`src/ppt_pkg.sv`:
```
// Shared types, constants and register indexes of the projective point transform.
package ppt_pkg;

    localparam int OUT_W           = 48;
    localparam int FRAC_BITS       = 16;
    localparam int COEF_W          = 32;
    localparam int CFG_DATA_W      = 64;
    localparam int CFG_ADDR_W      = 3;
    localparam int NUM_ROWS        = 3;
    localparam int DEF_COORD_WIDTH = 16;
    localparam int Q_DEPTH         = 4;
    localparam int Q_PTR_W         = $clog2(Q_DEPTH);
    localparam int NUM_W           = OUT_W + FRAC_BITS;
    localparam int DIV_STEPS       = NUM_W;

    localparam logic signed [OUT_W-1:0] ONE_FIX = OUT_W'(64'sd65536);
    localparam logic signed [OUT_W-1:0] OUT_MAX = {1'b0, {(OUT_W-1){1'b1}}};
    localparam logic signed [OUT_W-1:0] OUT_MIN = {1'b1, {(OUT_W-1){1'b0}}};

    // Reset values: identity matrix, bypass and divide on.
    localparam logic [CFG_DATA_W-1:0] RST_ROW0_XY  = 64'h0000_0000_0001_0000;
    localparam logic [CFG_DATA_W-1:0] RST_ROW1_XY  = 64'h0001_0000_0000_0000;
    localparam logic [CFG_DATA_W-1:0] RST_ROW2_XY  = 64'h0000_0000_0000_0000;
    localparam logic [COEF_W-1:0]     RST_ROW0_OFF = 32'h0000_0000;
    localparam logic [COEF_W-1:0]     RST_ROW1_OFF = 32'h0000_0000;
    localparam logic [COEF_W-1:0]     RST_ROW2_OFF = 32'h0001_0000;

    typedef enum logic [CFG_ADDR_W-1:0] {
        CFG_ROW0_XY  = 3'd0,
        CFG_ROW0_OFF = 3'd1,
        CFG_ROW1_XY  = 3'd2,
        CFG_ROW1_OFF = 3'd3,
        CFG_ROW2_XY  = 3'd4,
        CFG_ROW2_OFF = 3'd5,
        CFG_BYPASS   = 3'd6,
        CFG_DIV_EN   = 3'd7
    } t_cfg_idx;

    typedef struct packed {
        logic [NUM_ROWS-1:0][CFG_DATA_W-1:0] xy;
        logic [NUM_ROWS-1:0][COEF_W-1:0]     off;
        logic                                bypass;
        logic                                div_en;
    } t_cfg;

    // One classified item between the front and the back.
    typedef struct packed {
        logic                    div;
        logic                    vres;
        logic                    aff;
        logic signed [OUT_W-1:0] x;
        logic signed [OUT_W-1:0] y;
        logic signed [OUT_W-1:0] w;
    } t_qent;

    // One stage of the divider pipeline; quotient bits shift into num.
    typedef struct packed {
        logic             valid;
        logic             div;
        logic             vres;
        logic             aff;
        logic             negx;
        logic             negy;
        logic [OUT_W-1:0] den;
        logic [OUT_W-1:0] remx;
        logic [OUT_W-1:0] remy;
        logic [NUM_W-1:0] numx;
        logic [NUM_W-1:0] numy;
    } t_dstage;

endpackage

```
`src/ppt_queue.sv`:
```
// Short queue that decouples the front end from the divider back end.
module ppt_queue (
    input  logic           i_clk,
    input  logic           i_rst_n,
    input  logic           i_push,
    input  ppt_pkg::t_qent i_ent,
    output logic           o_full,
    input  logic           i_pop,
    output logic           o_empty,
    output ppt_pkg::t_qent o_ent
);

    localparam int PW = ppt_pkg::Q_PTR_W;

    ppt_pkg::t_qent r_mem [ppt_pkg::Q_DEPTH];
    logic [PW-1:0]  r_wp, r_rp;
    logic [PW:0]    r_cnt;

    assign o_full  = (r_cnt == (PW+1)'(ppt_pkg::Q_DEPTH));
    assign o_empty = (r_cnt == '0);
    assign o_ent   = r_mem[r_rp];

    // Pointers and fill count.
    always_ff @(posedge i_clk) begin
        if (!i_rst_n) begin
            r_wp  <= '0;
            r_rp  <= '0;
            r_cnt <= '0;
        end else begin
            if (i_push) begin
                r_wp <= r_wp + 1'b1;
            end
            if (i_pop) begin
                r_rp <= r_rp + 1'b1;
            end
            r_cnt <= r_cnt + (PW+1)'(i_push) - (PW+1)'(i_pop);
        end
    end

    // Entry storage.
    always_ff @(posedge i_clk) begin
        if (i_push) begin
            r_mem[r_wp] <= i_ent;
        end
    end

endmodule

```
`config.mk`:
```
export PLATFORM = sky130hd
export DESIGN_NAME = ppt_queue
export DESIGN_NICKNAME = d
export VERILOG_FILES = /design/src/ppt_pkg.sv /design/src/ppt_queue.sv
export SDC_FILE = /design/constraint.sdc
export NUM_CORES = 1
export LEC_CHECK = 0
export BUFFER_PORTS_ARGS = -buffer_cell sky130_fd_sc_hd__buf_2
export CAP_MARGIN = 20
export CORE_ASPECT_RATIO = 1.5
export CORE_UTILIZATION = 51
export DETAILED_ROUTE_END_ITERATION = 12
export PLACE_DENSITY = 0.72
export REMOVE_ABC_BUFFERS = 1
export SLEW_MARGIN = 5
export SYNTH_ARGS = -nofsm -noshare
export SYNTH_HDL_FRONTEND = slang
export SYNTH_SLANG_ARGS = --single-unit
export TNS_END_PERCENT = 50
```
`constraint.sdc`:
```
create_clock -name i_clk -period 4.6 [get_ports i_clk]
set_input_delay 0.92 -clock i_clk [delete_from_list [all_inputs] [get_ports i_clk]]
set_output_delay 0.92 -clock i_clk [all_outputs]
set_load 0.02 [all_outputs]
```
# ---- Yosys cells after proc, flatten, opt, wreduce, memory -nomap -nowiden
# Memories as Yosys holds them, arrays and structs flattened. A register that Yosys moved wholly into a read port is not among the register bits.
# Cells that the tools add are included.
dict set report classes {
  add_sub_neg 4
  n_reduce_logical 1
  n_eq_ne 1
  n_mux 4
}
# op count
set op_table {}
lappend op_table {{adder 2 x 1 -> 2 bit (second input constant)} 2}
lappend op_table {{2-to-1 mux 2 bit} 2}
lappend op_table {{adder 3 x 1 -> 3 bit} 1}
lappend op_table {{equality test 3 bit (second input constant)} 1}
lappend op_table {{zero test 3 bit} 1}
lappend op_table {{subtractor 3 x 1 -> 3 bit} 1}
lappend op_table {{2-to-1 mux 1 bit} 2}
dict set report word_totals {
  ram_bits 588
  mem_count 1
  reg_bits 7
  inputBits 151
  out_inout_bits 149
}
# memory depth word_bits rd rd_clocked_by_memory_dff write_ports line_no
set mem_list {}
lappend mem_list {r_mem 4 147 1 1 1 ppt_queue.sv:15} ;# ppt_pkg::t_qent r_mem [ppt_pkg::Q_DEPTH];

# ---- Longest topological paths before layout
dict set report logic_depth {
  ltp_word 3
  mapped_depth 7
  mapped_depth_nobuf 7
}

# ---- Least setup slack after synthesis
# No wires, ideal clock.
dict set report synth_path {
  path_kind {input to register}
  start {input port i_push}
  end {memory r_mem[0][0] in the netlist's numbering, enable pin}
  path_stages 1
  required_ns 4.076
  arrival_ns 4.276
  slack_ns -0.200
  n_path_buf 0
  path_cell_list {and2_1}
}
dict set report synth_between {
  elab_chain_cells 2
}
# item line_no
set synth_rtl {}
lappend synth_rtl {{from (decl)} ppt_queue.sv:5} ;# input logic i_push,
lappend synth_rtl {{2-to-1 mux 1 bit} ppt_queue.sv:42} ;# if (i_push) begin
lappend synth_rtl {{2-to-1 mux 1 bit (not written as such)} ppt_queue.sv:43} ;# r_mem[r_wp] <= i_ent;
lappend synth_rtl {{to (decl)} ppt_queue.sv:15}
# Every way passes these cells.

==> summary.txt <==
Outcome
  – Status: finished, final reports clean

Critical path
  – Crit start category: flop
  – Reg2reg end: r_mem[3][137]$_DFFE_PP_
  – Cell Chain, Critical Path: buf_12 -> mux4_2 -> buf_2
  – Worst Path Max Fanout: 42
  – R2R Setup Slk: between 2 and 2.5 ns
  – Slowest-stage cell, CP: dfxtp_4
  – Critical Path Sink Type: output pin
  – Worst r2r path cells: 3
  – Worst flop-to-flop path startpoint: r_wp[0]$_SDFFE_PN0P_
  – CP required: 3.68 ns
  – Critical Path Max Stage Delay: between 0.8 and 0.9 ns
  – Critical Path AT: between 2 and 3 ns
  – CP Class: reg -> out

Synth
  – Mux contribution to synthesized area: 0.152
  – FF+latch count, synth: just under 600
  – Syn Area/Cell: around 27 sq um
  – Compound-Gate Fraction of Synth Area: 0.000689
  – Syn Inst Count: just over 800
  – Largest family of logic cells by synthesized area: multiplexers
  – Yosys Warn Count: 0
  – Synth Area in XOR/XNOR: 0.00189
  – Register area share after synthesis: 0.818
  – Post-Syn Area: between 20000 and 25000 sq um
  – Synth Area in Simple Gates: 0.00344
  – Adder and majority gate portion of the synthesized area: 0.00436
  – Netlist cell types: 22

Clock tree
  – CTS Hold Bufs: 0
  – Post-CTS sizing: 0
  – Max clock buf depth: 3
  – Clock latency on the worst-skew pair: 0.57 ns
  – Clk slew on worst S/H paths: approximately 0.060 ns
  – TritonCTS clock tree: built
  – TritonCTS buffer count: 52
  – Root Driver: clkbuf_16
  – Post-CTS Setup Bufs: 0
  – H-tree Lvls: 2
  – Sink Count: around 600

Floorplanning
  – Starting density of the core: 0.517
  – Die height: 255 microns
  – Boundary pin count: 300
  – Chip width: 171 microns
  – Total core area: around 42000 sq um
  – Rows: 92
  – DIE AREA: approximately 44000 sq um

GRT
  – Grt met2 use: 0.324
  – Met3 usage: 0.0438
  – Largest net degree at the start of global routing: ~150
  – Global-route wire length before repair: around 60000 microns
  – Busiest grt layer: met2
  – Remaining global-route overflow: 0
  – Initial antenna violation count: 14
  – GR Util met1: 0.225
  – GRT Total Usage: 0.188
  – Number of global-route vias before repair: about 10000

Final layout
  – Layout cells sized above 1: 0.458
  – Final nets: ~1300
  – Layout Utilization: 0.608
  – P&R area growth vs syn: 17.4%

Placed design
  – Port buffer count: roughly 300
  – Final GP Congestion: 0.721
  – Hpwl dp: ~25000 microns

STA
  – Final Hold Viols: 0
  – Normalized max-slew margin: 0.381
  – RSZ-0062 raised after global routing: no
  – Worst-Margin Slew: around 0.93 ns
  – Setup violations, final: 0
  – Clock skew: 0.0178 ns
  – Max Slew Vio Count: 0
  – Final setup TNS: 0 ns
  – Final period util: 0.761
  – Max frequency: about 0.29 GHz
  – Period minus WS final: between 3 and 4 ns

Detailed routing
  – Final WL: slightly above 40000 microns
  – Post-route ant nets: 0
  – Routed vias/inst: ~5.4
  – Remaining DRCs: 0
  – 1st-iter DRT viols: around 690
  – First-pass DRT Iterations: 4
  – Post-DR wirelength/cell: around 23 microns
  – Via count: around 9600

Min path
  – WHS Path Cells: 2
  – Worst hold-check path type: reg -> reg
  – Hold path startpoint: r_rp[0]$_SDFFE_PN0P_

Power
  – Peak VDD IR: about 0.00030 V
  – Power Total: roughly 12 mW
  – PD cells: about 460 nW/um^2
  – Lkg Pwr: about 8.5 nW

Run
  – Max-cap violations: 0
[metal layers]
layer / part of all wire / vias up / wire (microns)
met1: 0.37 / 5002 / 15200
met3: 0.059 / 79 / 2440
met2: 0.54 / 278 / 22000
met4: 0.034 / 8 / 1390
li1: - / 4194 / -
met5: 0.0014 / - / 58
[cells by family after synthesis]
group                      count (synthesis)
DFF                                      597
muxes                                    148
buffers and inverters                     40
and+or+nand+nor                           14
adders and majority gates                  7
xor gates and xnor gates                   3
AOI/OAI and AO/OA                          2
[cell usage in the layout, fill, tap and decap left out]
| master | count |
|---|---|
| nor3_1 | 1 |
| nand3b_1 | 1 |
| and2_4 | 4 |
| clkinv_1 | 8 |
| clkinvlp_4 | 3 |
| and3_1 | 1 |
| xnor2_1 | 2 |
| fa_1 | 1 |
| and2_1 | 2 |
| clkbuf_8 | 2 |
| dfxtp_4 | 2 |
| buf_4 | 9 |
| diode_2 | 9 |
| inv_6 | 1 |
| inv_1 | 7 |
| mux4_2 | 147 |
| a21bo_2 | 1 |
| buf_12 | 9 |
| bufinv_16 | 4 |
| clkinv_8 | 1 |
| buf_2 | 299 |
| a21oi_1 | 1 |
| clkinv_2 | 6 |
| nor2_1 | 5 |
| mux2i_1 | 1 |
| clkinv_4 | 2 |
| edfxtp_1 | 588 |
| clkbuf_1 | 13 |
| dfxtp_1 | 7 |
| clkbuf_16 | 55 |
| ha_1 | 6 |
| xor3_1 | 1 |
[layout make-up]
type	count	area, sq um
Sequential cell	597	17800
Fill cell	2984	16500
Multi-Input combinational cell	174	3560
Timing Repair Buffer	317	1740
Clock buffer	70	1450
Tap cell	564	706
Clock inverter	25	245
Inverter	7	26.3
Antenna cell	9	22.5
[metrics by stage]
step                instances  cell area, sq um  setup slack (ns)  hold WS (ns)
floorplan                 778             21400             -3.18         0.499
global placement         1659             23900              1.61         0.501
detailed placement       1659             23900              1.60         0.541
CTS                      1754             25600             0.985         0.521
global route             1762             25600             0.891         0.533
finish                   1763             25600              1.10         0.554
[critical path, delay by kind of cell, from the launching register on]
kind     cells  cell delay, ns
flops        1            0.82
mux          1            0.57
buf+inv      2            0.56
[state kept, by name (all words and copies together), names as in the netlist, named ones only]
signal and count:
r_cnt 3, r_mem 588, r_rp 2, r_wp 2
[synthesized netlist by cell type]
cell type	instances	area, sq um
a21bo_2	1	10.0
a21oi_1	1	5.00
and2_1	6	37.5
and3_1	1	6.26
buf_12	14	280
buf_2	14	70.1
buf_4	1	7.51
buf_6	1	11.3
buf_8	1	15.0
clkbuf_1	2	7.51
dfxtp_1	9	180
edfxtp_1	588	17700
fa_1	1	20.0
ha_1	6	75.1
inv_1	7	26.3
mux2i_1	1	10.0
mux4_2	147	3310
nand3b_1	1	7.51
nor2_1	5	18.8
nor3_1	1	5.00
xnor2_1	2	17.5
xor3_1	1	23.8
[power breakdown]
group          switching [mW]  total [mW]  internal, mW
Sequential             0.0867        6.34          6.25
Clock                    1.84        4.28          2.45
Combinational           0.738        1.25         0.514
[how the worst max path moves through the flow]
stage,startpoint,to,slack (ns),cells past startpoint
floorplan,flop,o_ent[0],-3.18,1
global placement,flop,o_ent[102],1.61,3
detailed placement,flop,o_ent[102],1.60,3
CTS,flop,o_ent[102],0.99,3
global route,flop,o_ent[102],0.89,3
finish,flop,o_ent[102],1.10,3
(Power assumes the default switching activity.)
