==> src/ppt_pkg.sv <==
// Shared types, constants and register indexes of the projective point transform.
package ppt_pkg;

    localparam int OUT_W           = 48;
    localparam int FRAC_BITS       = 16;
    localparam int COEF_W          = 32;
    localparam int CFG_DATA_W      = 64;
    localparam int CFG_ADDR_W      = 3;
    localparam int NUM_ROWS        = 3;
    localparam int DEF_COORD_WIDTH = 16;
    localparam int Q_DEPTH         = 4;
    localparam int Q_PTR_W         = $clog2(Q_DEPTH);
    localparam int NUM_W           = OUT_W + FRAC_BITS;
    localparam int DIV_STEPS       = NUM_W;

    localparam logic signed [OUT_W-1:0] ONE_FIX = OUT_W'(64'sd65536);
    localparam logic signed [OUT_W-1:0] OUT_MAX = {1'b0, {(OUT_W-1){1'b1}}};
    localparam logic signed [OUT_W-1:0] OUT_MIN = {1'b1, {(OUT_W-1){1'b0}}};

    // Reset values: identity matrix, bypass and divide on.
    localparam logic [CFG_DATA_W-1:0] RST_ROW0_XY  = 64'h0000_0000_0001_0000;
    localparam logic [CFG_DATA_W-1:0] RST_ROW1_XY  = 64'h0001_0000_0000_0000;
    localparam logic [CFG_DATA_W-1:0] RST_ROW2_XY  = 64'h0000_0000_0000_0000;
    localparam logic [COEF_W-1:0]     RST_ROW0_OFF = 32'h0000_0000;
    localparam logic [COEF_W-1:0]     RST_ROW1_OFF = 32'h0000_0000;
    localparam logic [COEF_W-1:0]     RST_ROW2_OFF = 32'h0001_0000;

    typedef enum logic [CFG_ADDR_W-1:0] {
        CFG_ROW0_XY  = 3'd0,
        CFG_ROW0_OFF = 3'd1,
        CFG_ROW1_XY  = 3'd2,
        CFG_ROW1_OFF = 3'd3,
        CFG_ROW2_XY  = 3'd4,
        CFG_ROW2_OFF = 3'd5,
        CFG_BYPASS   = 3'd6,
        CFG_DIV_EN   = 3'd7
    } t_cfg_idx;

    typedef struct packed {
        logic [NUM_ROWS-1:0][CFG_DATA_W-1:0] xy;
        logic [NUM_ROWS-1:0][COEF_W-1:0]     off;
        logic                                bypass;
        logic                                div_en;
    } t_cfg;

    // One classified item between the front and the back.
    typedef struct packed {
        logic                    div;
        logic                    vres;
        logic                    aff;
        logic signed [OUT_W-1:0] x;
        logic signed [OUT_W-1:0] y;
        logic signed [OUT_W-1:0] w;
    } t_qent;

    // One stage of the divider pipeline; quotient bits shift into num.
    typedef struct packed {
        logic             valid;
        logic             div;
        logic             vres;
        logic             aff;
        logic             negx;
        logic             negy;
        logic [OUT_W-1:0] den;
        logic [OUT_W-1:0] remx;
        logic [OUT_W-1:0] remy;
        logic [NUM_W-1:0] numx;
        logic [NUM_W-1:0] numy;
    } t_dstage;

endpackage

==> src/ppt_cfg.sv <==
// Configuration register file of the projective point transform.
module ppt_cfg (
    input  logic                             i_clk,
    input  logic                             i_rst_n,
    input  logic                             i_cfg_we,
    input  logic [ppt_pkg::CFG_ADDR_W-1:0]   i_cfg_addr,
    input  logic [ppt_pkg::CFG_DATA_W-1:0]   i_cfg_wdata,
    output ppt_pkg::t_cfg                    o_cfg
);

    ppt_pkg::t_cfg r_cfg;

    // Register writes; every index of the address space is a register.
    always_ff @(posedge i_clk) begin
        if (!i_rst_n) begin
            r_cfg.xy[0]  <= ppt_pkg::RST_ROW0_XY;
            r_cfg.xy[1]  <= ppt_pkg::RST_ROW1_XY;
            r_cfg.xy[2]  <= ppt_pkg::RST_ROW2_XY;
            r_cfg.off[0] <= ppt_pkg::RST_ROW0_OFF;
            r_cfg.off[1] <= ppt_pkg::RST_ROW1_OFF;
            r_cfg.off[2] <= ppt_pkg::RST_ROW2_OFF;
            r_cfg.bypass <= 1'b1;
            r_cfg.div_en <= 1'b1;
        end else if (i_cfg_we) begin
            unique case (ppt_pkg::t_cfg_idx'(i_cfg_addr))
                ppt_pkg::CFG_ROW0_XY:  r_cfg.xy[0]  <= i_cfg_wdata;
                ppt_pkg::CFG_ROW0_OFF: r_cfg.off[0] <= i_cfg_wdata[ppt_pkg::COEF_W-1:0];
                ppt_pkg::CFG_ROW1_XY:  r_cfg.xy[1]  <= i_cfg_wdata;
                ppt_pkg::CFG_ROW1_OFF: r_cfg.off[1] <= i_cfg_wdata[ppt_pkg::COEF_W-1:0];
                ppt_pkg::CFG_ROW2_XY:  r_cfg.xy[2]  <= i_cfg_wdata;
                ppt_pkg::CFG_ROW2_OFF: r_cfg.off[2] <= i_cfg_wdata[ppt_pkg::COEF_W-1:0];
                ppt_pkg::CFG_BYPASS:   r_cfg.bypass <= i_cfg_wdata[0];
                ppt_pkg::CFG_DIV_EN:   r_cfg.div_en <= i_cfg_wdata[0];
                default: ;
            endcase
        end
    end

    assign o_cfg = r_cfg;

endmodule

==> config.mk <==
export PLATFORM = sky130hd
export DESIGN_NAME = ppt_cfg
export DESIGN_NICKNAME = d
export VERILOG_FILES = /design/src/ppt_pkg.sv /design/src/ppt_cfg.sv
export SDC_FILE = /design/constraint.sdc
export NUM_CORES = 1
export LEC_CHECK = 0
export BUFFER_PORTS_ARGS = -buffer_cell sky130_fd_sc_hd__buf_2
export CORE_UTILIZATION = 50
export DETAILED_ROUTE_END_ITERATION = 8
export PLACE_DENSITY = 0.84
export SYNTH_ARGS = -nofsm -noshare
export SYNTH_HDL_FRONTEND = slang
export SYNTH_SLANG_ARGS = --single-unit
==> constraint.sdc <==
create_clock -name i_clk -period 1.2 [get_ports i_clk]
set_input_delay 0.12 -clock i_clk [delete_from_list [all_inputs] [get_ports i_clk]]
set_output_delay 0.12 -clock i_clk [all_outputs]
set_load 0.05 [all_outputs]
# Word-level counts from Yosys, hierarchy flattened

Cells that the tools add are included.

Equal/unequal tests: 7
Reduce and logical (&&, ||, !) cells: 9

Operator list:

| cell                                                                  | count |
|---|---|
| 2-bit AND reduction                                                   | 8 |
| 3-bit equality test, second input constant                            | 4 |
| 3-bit by 2-bit equality test with 1-bit output, second input constant | 2 |
| 3-bit by 1-bit equality test with 1-bit output, second input constant | 1 |
| 3-bit logical NOT                                                     | 1 |

Input bits: 70
Output and inout port bits: 290
Logic and storage cells: 24
Register bits after elaboration: 290

# Longest topological paths before layout

Gate-level depths: netlist (run 1).

Depth after elaboration: 2
Gate-level depth with buffers: 5
Gate-level depth less buffers: 2

# Worst setup path after synthesis (run 1)

OpenSTA, ideal clock, no wires.

Kind: in2reg
From: input port i_cfg_addr[1] (netlist name)
To: register r_cfg (netlist bit o_cfg[107])
Cell stages on the path: 5
Data arrival time: 1,048 ps
Library setup time: 72 ps
Required time: 1,128 ps
Buffers on the path: 3
Path slack: 81 ps
Cells stage by stage: buf_4 -> nor4b_4 -> buf_12 -> buf_12 -> mux2i_1

Word-level cells in the longest chain between the ends: 2

RTL lines:

| element                              | line          | source |
|---|---|---|
| start: declaration                   | ppt_cfg.sv:6  | `input logic [ppt_pkg::CFG_ADDR_W-1:0] i_cfg_addr,` |
| 3-bit logical NOT                    | ppt_cfg.sv:25 | `unique case (ppt_pkg::t_cfg_idx'(i_cfg_addr))` |
| 2-bit AND reduction (no source line) | n/a           |  |
| end: declaration                     | ppt_cfg.sv:11 | `ppt_pkg::t_cfg r_cfg;` |

Every way passes these cells.
A chain may end at the register's enable or synchronous reset.

# Worst setup path in the final report (run 1)

From: register r_cfg (netlist bit o_cfg[112])
To: output port o_cfg[112] (netlist name)

RTL lines:

| element          | line         | source |
|---|---|---|
| end: declaration | ppt_cfg.sv:8 | `output ppt_pkg::t_cfg o_cfg` |

No word-level cell between the ends.

==> results of run 1 <==
[metrics by stage]
stage                     power (W)  std cells  TNS, ps
after CTS                    0.0222       1736        0
after global routing         0.0230       1738     -140
final                        0.0224       1738    -19.3
after detailed placement     0.0123       1634     -380
after global placement       0.0122       1634        0
after floorplan              0.0116       1021        0
[layer usage]
| layer | track usage | share of wire | vias up |
|---|---|---|---|
| li1 | - | - | 4203 |
| met1 | 0.315 | 0.34 | 4557 |
| met2 | 0.603 | 0.52 | 551 |
| met3 | 0.0715 | 0.074 | 201 |
| met4 | 0.212 | 0.070 | 0 |
| met5 | 0 | 0 | - |
[final cells by class]
type / count / area, um^2
multi-input cells: 656 / 4440
diodes: 2 / 5.00
fillers: 1059 / 4320
well taps: 275 / 344
repair buffers: 463 / 4790
flip-flops and latches: 290 / 6100
clock buffers: 37 / 816
clock inverters: 15 / 209
[power by group through the flow]
stage | clock, W | sequential (W) | combinational, W
floorplan | 0 | 0.0109 | 0.000714
global placement | 0 | 0.0102 | 0.00207
global route | 0.0102 | 0.0101 | 0.00268
detailed placement | 0 | 0.0102 | 0.00210
CTS | 0.00972 | 0.0100 | 0.00246
finish | 0.00977 | 0.0100 | 0.00260
[cell families after synthesis]
| group | count (synthesis) | synth area share |
|---|---|---|
| buf+inv | 75 | 0.0500 |
| mux | 290 | 0.271 |
| simple gates | 366 | 0.138 |
| flops | 290 | 0.542 |
[path summary, 6_finish.rpt]
kind,startpoint,endpoint,slack [ps],cells after the start
setup / recovery,o_cfg[112]$_SDFFE_PN0P_,o_cfg[112],-10,1
hold / removal,i_cfg_wdata[26],o_cfg[92]$_SDFFE_PN0P_,40,3
setup reg to reg,o_cfg[0]$_SDFFE_PN1P_,o_cfg[0]$_SDFFE_PN1P_,330,3
hold reg to reg,o_cfg[187]$_SDFFE_PN0P_,o_cfg[187]$_SDFFE_PN0P_,470,2
[Yosys cell counts]
cell type / count / area, um^2
nor4b_4: 1 / 23.8
buf_12: 7 / 140
dfxtp_1: 290 / 5810
buf_1: 3 / 11.3
buf_6: 12 / 135
nand4bb_1: 3 / 33.8
and4bb_2: 1 / 12.5
buf_2: 19 / 95.1
nand4_1: 1 / 6.26
nand4b_1: 1 / 8.76
buf_4: 7 / 52.6
nor2b_1: 8 / 50.1
nand2_1: 349 / 1310
mux2i_1: 290 / 2900
clkbuf_1: 27 / 101
nand4b_2: 2 / 30.0
[worst reg2reg max path, stage by stage (launching register included)]
cell and delay, ps:
dfxtp_2 330, nor2b_1 100, mux2i_1 80, dlymetal6s4s_1 260
[repair_timing]
action | CTS | global route
hold endpoints to repair | 158 | 0
setup buffers | 0 | 0
endpoints found under the setup margin | 290 | 202
hold buffers | 50 | 0
resized for setup | 577 | 241
==> impl_metrics.yaml, run 1 <==
power:
  cellPowerDensity_nw_per_um2: 1340
  max-vdd-ir-drop_mv: 1.10
  p_comb_frac: 0.116
  power_frac_clock: 0.436
  power_leakage_nw: 8.18
  pwr-share-seq: 0.448
  sw_frac_of_total: 0.255
  switchingPower_w: 0.00571
  internal_power_w: 0.0167
min_path:
  hold_class: "primary input to flip-flop"
die:
  io_pins: 360
  dieArea_um2: 22000
  fp.dieH_um: 148
  start_util: 0.510
  row_count: 53
  coreArea_um2: 21000
  fp.dieW_um: 148
global_route:
  grt_overflow: 0
  grt_start_max_net_pins: 52
  antenna_found_initial: 2
  grt_pass1_vias: 10186
  grt_pass1_wl_um: 55000
  grtUsageTotal: 0.321
worst_setup_path:
  critPathKind: "flip-flop to primary output"
  slowest_delay_ps: 370
  critPathArrivalTime_ps: 1090
  cp_top_family: "flip-flops"
  cp-start-kind: "flip-flop"
  crit_fanout: 2
  slowest_stage: "dfxtp_2"
  crit_path_end_kind: "primary output"
  path_buf_inv: 1
  crit_required_ps: 1080
  path_cells: "buf_6"
sta:
  hold_viol_final: 0
  finClkSkew_ps: 0
  period_share: 1.01
  fmax_ghz: 0.826
  fin_hold_ws_ps: 36.6
  worst_pin_slew_ps: 373
  finalSetupViolCount: 2
  finalCriticalPeriod_ps: 1210
  relSlewSlack: 0.750
  fin_ws_ps: -10.4
  final-max-slew-violation-count: 0
finish:
  stdcell_area_um2: 16700
  drive_above_1_share: 0.481
  final_common_cell: "nand2_1"
  syn_to_final_growth_pct: 55.8
  finish.utilization: 0.794
  fin_nets: 1509
  layout_common_cells: "349 x nand2_1, 290 x mux2i_1, 285 x buf_6, 231 x dfxtp_2, 68 x buf_2"
  largest_reg_flops: 290
cts:
  clk_latency_ps: 530
  cts-root-buf: "clkbuf_16"
  cts_sinks: 290
  h-tree-depth: 1
  cts_tree: "done"
  clock_path_buffers: 3
  numCtsBuffers: 28
  clk_pin_slew_worst_paths_ps: 70
synthesis:
  syn_area_um2: 10700
  synth_cells: 1021
  yosysUniqueCellTypes: 16
  synth_warnings: 0
  syn_avg_cell_area_um2: 10.5
  syn_nets: 1091
  ys_ff_latch: 290
  ys_seq_area_frac: 0.542
route:
  drcViolationCount: 0
  avgRoutedWirePerCell_um: 22.3
  first_pass_iters: 5
  ant_nets: 0
  viasPerCell: 5.47
  first_iter_violations: 434
  wl_um: 38800
  vias: 9512
place:
  place_congestion: 0.827
  preCtsSetupSlack_ps: -44.2
  port_buffers: 359
  detailed_place_hpwl_um: 20500
  placed_area_um2: 13000
status:
  violations: "setup timing"
  status: "complete, but fails checks"
job:
  maxCapViolCount: 0
No activity file was read; power rests on OpenSTA's default activity.
==> run 2, diff against run 1 <==
CORE_UTILIZATION = 52   (was 50)
CTS_BUF_LIST = sky130_fd_sc_hd__clkbuf_4 sky130_fd_sc_hd__clkbuf_8   (was default)
PLACE_DENSITY = 0.87   (was 0.84)
==> run 2 against run 1 <==
The flow still finishes with violations (setup timing). Core utilization grew 6.7 points. Power down 0.16%. Cell count increased by 3.1%. Setup slack got worse by 10 ps. First-iteration DRC count grew 62%. Clock power is 2.6% lower. Critical path type unchanged. Highest routed layer unchanged. Cell area up 4.4%. Flip-flop and latch count unchanged. Largest power group unchanged. Critical path depth unchanged. Clock skew stayed put. Register-to-register slack got worse by 30 ps.
==> impl_metrics.yaml, run 2 (synthesis gave the netlist of run 1 again) <==
route:
  vias: 10373
  first_pass_iters: 5
  drcViolationCount: 0
  ant_nets: 0
  viasPerCell: 5.79
  avgRoutedWirePerCell_um: 25.3
  wl_um: 45400
  first_iter_violations: 704
finish:
  largest_reg_flops: 290
  final_common_cell: "nand2_1"
  layout_common_cells: "348 x nand2_1, 290 x mux2i_1, 276 x dfxtp_2, 199 x buf_6, 91 x buf_8"
  stdcell_area_um2: 17400
  finalNonFillerCells: 1792
  syn_to_final_growth_pct: 62.6
  drive_above_1_share: 0.535
  fin_nets: 1560
global_route:
  antenna_found_initial: 2
  grt_pass1_vias: 10813
  grt_overflow: 0
  grt_pass1_wl_um: 59700
  grtUsageTotal: 0.361
  grt_start_max_net_pins: 76
sta:
  setup_tns_ps: -57.3
  final-max-slew-violation-count: 0
  worst_pin_slew_ps: 327
  relSlewSlack: 0.776
  finalCriticalPeriod_ps: 1220
  finClkSkew_ps: 0
  fmax_ghz: 0.819
  period_share: 1.02
  fin_ws_ps: -20.7
  finalSetupViolCount: 6
  rsz0062_at_grt: "yes"
  hold_viol_final: 0
worst_setup_path:
  rr_endpoint: "o_cfg[111]$_SDFFE_PN0P_"
  critPathKind: "flip-flop to primary output"
  crit_path_end_kind: "primary output"
  cp_top_family: "flip-flops"
  rr_worst_depth: 3
  critPathArrivalTime_ps: 1100
  reg2reg_from: "o_cfg[111]$_SDFFE_PN0P_"
  slowest_stage: "dfxtp_2"
  crit_required_ps: 1080
  crit_fanout: 2
  slowest_delay_ps: 390
  path_buf_inv: 1
  path_cells: "buf_8"
  r2r_setup_slack_ps: 300
  cp-start-kind: "flip-flop"
power:
  cellPowerDensity_nw_per_um2: 1280
  power_leakage_nw: 8.56
  max-vdd-ir-drop_mv: 0.944
die:
  row_count: 52
  coreArea_um2: 20200
  io_pins: 360
  start_util: 0.530
  fp.dieW_um: 146
  dieArea_um2: 21200
  fp.dieH_um: 146
job:
  maxCapViolCount: 0
place:
  place_congestion: 0.830
  placed_area_um2: 13100
  dp_cells: 1627
  detailed_place_hpwl_um: 20300
  port_buffers: 359
min_path:
  hold_class: "primary input to flip-flop"
  hold_end: "o_cfg[37]$_SDFFE_PN0P_"
  hp-start: "i_cfg_wdata[3]"
  hold_depth: 3
cts:
  cts-root-buf: "clkbuf_8"
  clk_pin_slew_worst_paths_ps: 70
  cts_tree: "done"
  numCtsBuffers: 46
  h-tree-depth: 2
  cts_sinks: 290
  clk_latency_ps: 540
  clock_path_buffers: 3
status:
  violations: "setup timing"
  status: "complete, but fails checks"
[run 2: changes by cell type in the layout (fill, tap and decap cells not counted), moves of 5 or more]
| cell | change |
|---|---|
| buf_6 | -86 |
| buf_4 | +23 |
| dfxtp_4 | +9 |
| clkbuf_8 | +50 |
| buf_8 | +86 |
| clkbuf_16 | -27 |
| dfxtp_2 | +45 |
| dlygate4sd3_1 | +5 |
| dfxtp_1 | -54 |
| clkbuf_4 | +14 |
[run 2: worst max-delay path by stage]
stage                         endpoint  slack [ps]  depth (start not counted)                    start
6_report                     o_cfg[35]         -20                          1   o_cfg[35]$_SDFFE_PN0P_
5_1_grt                      o_cfg[35]         -40                          1   o_cfg[35]$_SDFFE_PN0P_
4_1_cts                     o_cfg[287]         0.1                          1  o_cfg[287]$_SDFFE_PN0P_
3_5_place_dp   o_cfg[137]$_SDFFE_PN0P_        -100                          5            i_cfg_addr[0]
3_3_place_gp   o_cfg[119]$_SDFFE_PN0P_         -10                          5            i_cfg_addr[0]
2_1_floorplan  o_cfg[107]$_SDFFE_PN0P_          80                          5            i_cfg_addr[1]
[run 2: what timing repair did]
action                                 4_1_cts  5_1_grt
hold buffers                                55        0
gates cloned                                 0        2
setup buffers                                0       28
setup endpoints to repair                  290      330
resized for setup                          694      278
endpoints found under the hold margin      202        0
[run 2: area by class of cell]
class / count / area [um^2]
antenna: 1 / 2.50
clock buffer: 70 / 876
clock inverter: 9 / 120
fill: 812 / 2800
multi-input combinational: 656 / 4450
sequential: 290 / 6190
tap: 270 / 338
timing repair buffer: 496 / 5460
[run 2: per-layer routing]
layer / GRT usage / share of wire
met5: 0 / 0
met4: 0.271 / 0.085
met3: 0.0868 / 0.078
met2: 0.664 / 0.51
met1: 0.349 / 0.33
[run 2: report_power, final]
| group | switching [W] | internal (W) | leakage [nW] |
|---|---|---|---|
| Sequential | 0.000203 | 0.00986 | 2.49 |
| Clock | 0.00423 | 0.00529 | 0.533 |
| Combinational | 0.00171 | 0.00109 | 5.54 |
[run 2: stage by stage]
stage | utilization | hold WS [ps] | worst slack, ps | total power [W]
floorplan | - | 282 | 80.5 | 0.0116
global placement | 0.645 | 406 | -13.5 | 0.0122
finish | 0.862 | 36.1 | -20.7 | 0.0224
CTS | 0.818 | 6.04 | 0.0995 | 0.0216
global route | 0.862 | 27.3 | -41.7 | 0.0228
detailed placement | 0.645 | 405 | -97.9 | 0.0123
==> run 3, diff against run 2 <==
MAX_ROUTING_LAYER = met4   (was default)
==> run 3 against run 2 <==
The flow still finishes with violations (setup timing). Fmax increased by 0.20%. Global-route usage is 1.1 points higher. Cell area barely moved. Flip-flop and latch count stayed put. Clock skew is the same. Sequential share of layout area about the same. Hold slack lost 31 ps. Critical path depth did not move. Non-clock buffer count fell by 1. Largest power group unchanged. Sequential power hardly changed. Die area unchanged. Setup slack better by 2.5 ps. Critical endpoint unchanged.
==> impl_metrics.yaml, run 3 (synthesis gave the netlist of run 1 again) <==
worst_setup_path:
  path_buf_inv: 1
  slowest_delay_ps: 380
  critPathArrivalTime_ps: 1100
  path_cells: "buf_8"
  cp_top_family: "flip-flops"
  crit_path_end_kind: "primary output"
  crit_required_ps: 1080
  slowest_stage: "dfxtp_2"
  critPathKind: "flip-flop to primary output"
  cp-start-kind: "flip-flop"
  crit_fanout: 2
route:
  drcViolationCount: 0
  first_pass_iters: 6
  wl_met2_um: 22600
  wl_um: 44200
  avgRoutedWirePerCell_um: 24.7
  routed.top_layer: "met4"
  ant_nets: 0
  first_iter_violations: 605
  wl_met3_um: 3270
  wirelength_met1_um: 14700
  vias: 10198
  viasPerCell: 5.69
sta:
  finClkSkew_ps: 0
  relSlewSlack: 0.773
  finalCriticalPeriod_ps: 1220
  period_share: 1.02
  final-max-slew-violation-count: 0
  fmax_ghz: 0.821
  finalSetupViolCount: 7
  rsz0062_at_grt: "yes"
  hold_viol_final: 0
  worst_pin_slew_ps: 340
  fin_ws_ps: -18.2
status:
  violations: "setup timing"
  status: "complete, but fails checks"
die:
  fp.dieH_um: 146
  dieArea_um2: 21200
  fp.dieW_um: 146
  row_count: 52
  start_util: 0.530
  coreArea_um2: 20200
  io_pins: 360
global_route:
  grt_start_max_net_pins: 76
  grt_pass1_vias: 10819
  antenna_found_initial: 2
  grt_overflow: 0
  grt_pass1_wl_um: 59600
  grtUsageTotal: 0.372
place:
  detailed_place_hpwl_um: 20300
  place_congestion: 0.843
  port_buffers: 359
  preCtsSetupSlack_ps: -97.9
  placed_area_um2: 13100
cts:
  cts_sinks: 290
  clock_path_buffers: 3
  cts-root-buf: "clkbuf_8"
  clk_latency_ps: 550
  clk_pin_slew_worst_paths_ps: 70
  cts_tree: "done"
  h-tree-depth: 2
  numCtsBuffers: 46
finish:
  finish.utilization: 0.862
  fin_nets: 1559
  syn_to_final_growth_pct: 62.7
  stdcell_area_um2: 17400
  final_common_cell: "nand2_1"
  largest_reg_flops: 290
  layout_common_cells: "349 x nand2_1, 289 x mux2i_1, 274 x dfxtp_2, 198 x buf_6, 92 x buf_8"
  drive_above_1_share: 0.535
  fillers: 781
power:
  power_w: 0.0223
  power_leakage_nw: 8.55
  cellPowerDensity_nw_per_um2: 1280
  max-vdd-ir-drop_mv: 0.998
job:
  maxCapViolCount: 0
min_path:
  hold_class: "primary input to flip-flop"
[run 3: changes by cell type in the layout (fill, tap and decap cells not counted)]
cell	before	now
diode_2	1	2
buf_4	58	57
nand2_1	348	349
dfxtp_4	10	12
buf_6	199	198
buf_8	91	92
dfxtp_2	276	274
nand2_2	1	0
mux2i_2	0	1
mux2i_1	290	289
[run 3: stage by stage]
| step | cells | hold slack [ps] | setup TNS [ps] |
|---|---|---|---|
| 6_report | 1792 | 5.15 | -52.7 |
| 3_5_place_dp | 1627 | 405 | -1530 |
| 3_3_place_gp | 1627 | 406 | -71.7 |
| 5_1_grt | 1792 | 24.2 | -1380 |
| 2_1_floorplan | 1021 | 282 | 0 |
| 4_1_cts | 1761 | 6.04 | 0 |
[run 3: worst register-to-register path, delay by kind of cell (launching register included)]
kind	cells	cell delay [ps]
buffers and inverters	1	110
DFF	1	360
muxes	1	210
and+or+nand+nor	1	50
[run 3: timing repair]
item                                    CTS  global route
buffers inserted                          0            27
gates cloned                              0             2
gates resized for setup                 694           281
hold endpoints to repair                202             0
hold buffers                             55             0
endpoints found under the setup margin  290           331
[run 3: report_power, final]
group	switching (W)	leakage [nW]	internal (W)
Clock	0.00419	0.533	0.00529
Sequential	0.000202	2.49	0.00986
Combinational	0.00170	5.53	0.00109
Total	0.00609	8.55	0.0162
[run 3: area by class of cell]
| cell class | instances | area, um^2 | share of cell area |
|---|---|---|---|
| well taps | 270 | 338 | 0.0194 |
| multi-input cells | 656 | 4450 | 0.255 |
| clock inverters | 9 | 120 | 0.00689 |
| repair buffers | 495 | 5460 | 0.313 |
| diodes | 2 | 5.00 | 0.000287 |
| flip-flops and latches | 290 | 6190 | 0.355 |
| clock buffers | 70 | 876 | 0.0502 |
[run 3: path summary, 6_finish.rpt]
check	startpoint	to	slack, ps	cells past startpoint
max	o_cfg[35]$_SDFFE_PN0P_	o_cfg[35]	-20	1
min	i_cfg_wdata[3]	o_cfg[69]$_SDFFE_PN0P_	5	3
max reg2reg	o_cfg[106]$_SDFFE_PN0P_	o_cfg[106]$_SDFFE_PN0P_	370	3
min reg2reg	o_cfg[174]$_SDFFE_PN0P_	o_cfg[174]$_SDFFE_PN0P_	470	2
[run 3: metal layers]
metal | vias to the layer above | GRT usage
met4 | 0 | 0.269
met1 | 4896 | 0.353
li1 | 4318 | -
met5 | - | -
met2 | 704 | 0.666
met3 | 280 | 0.0793
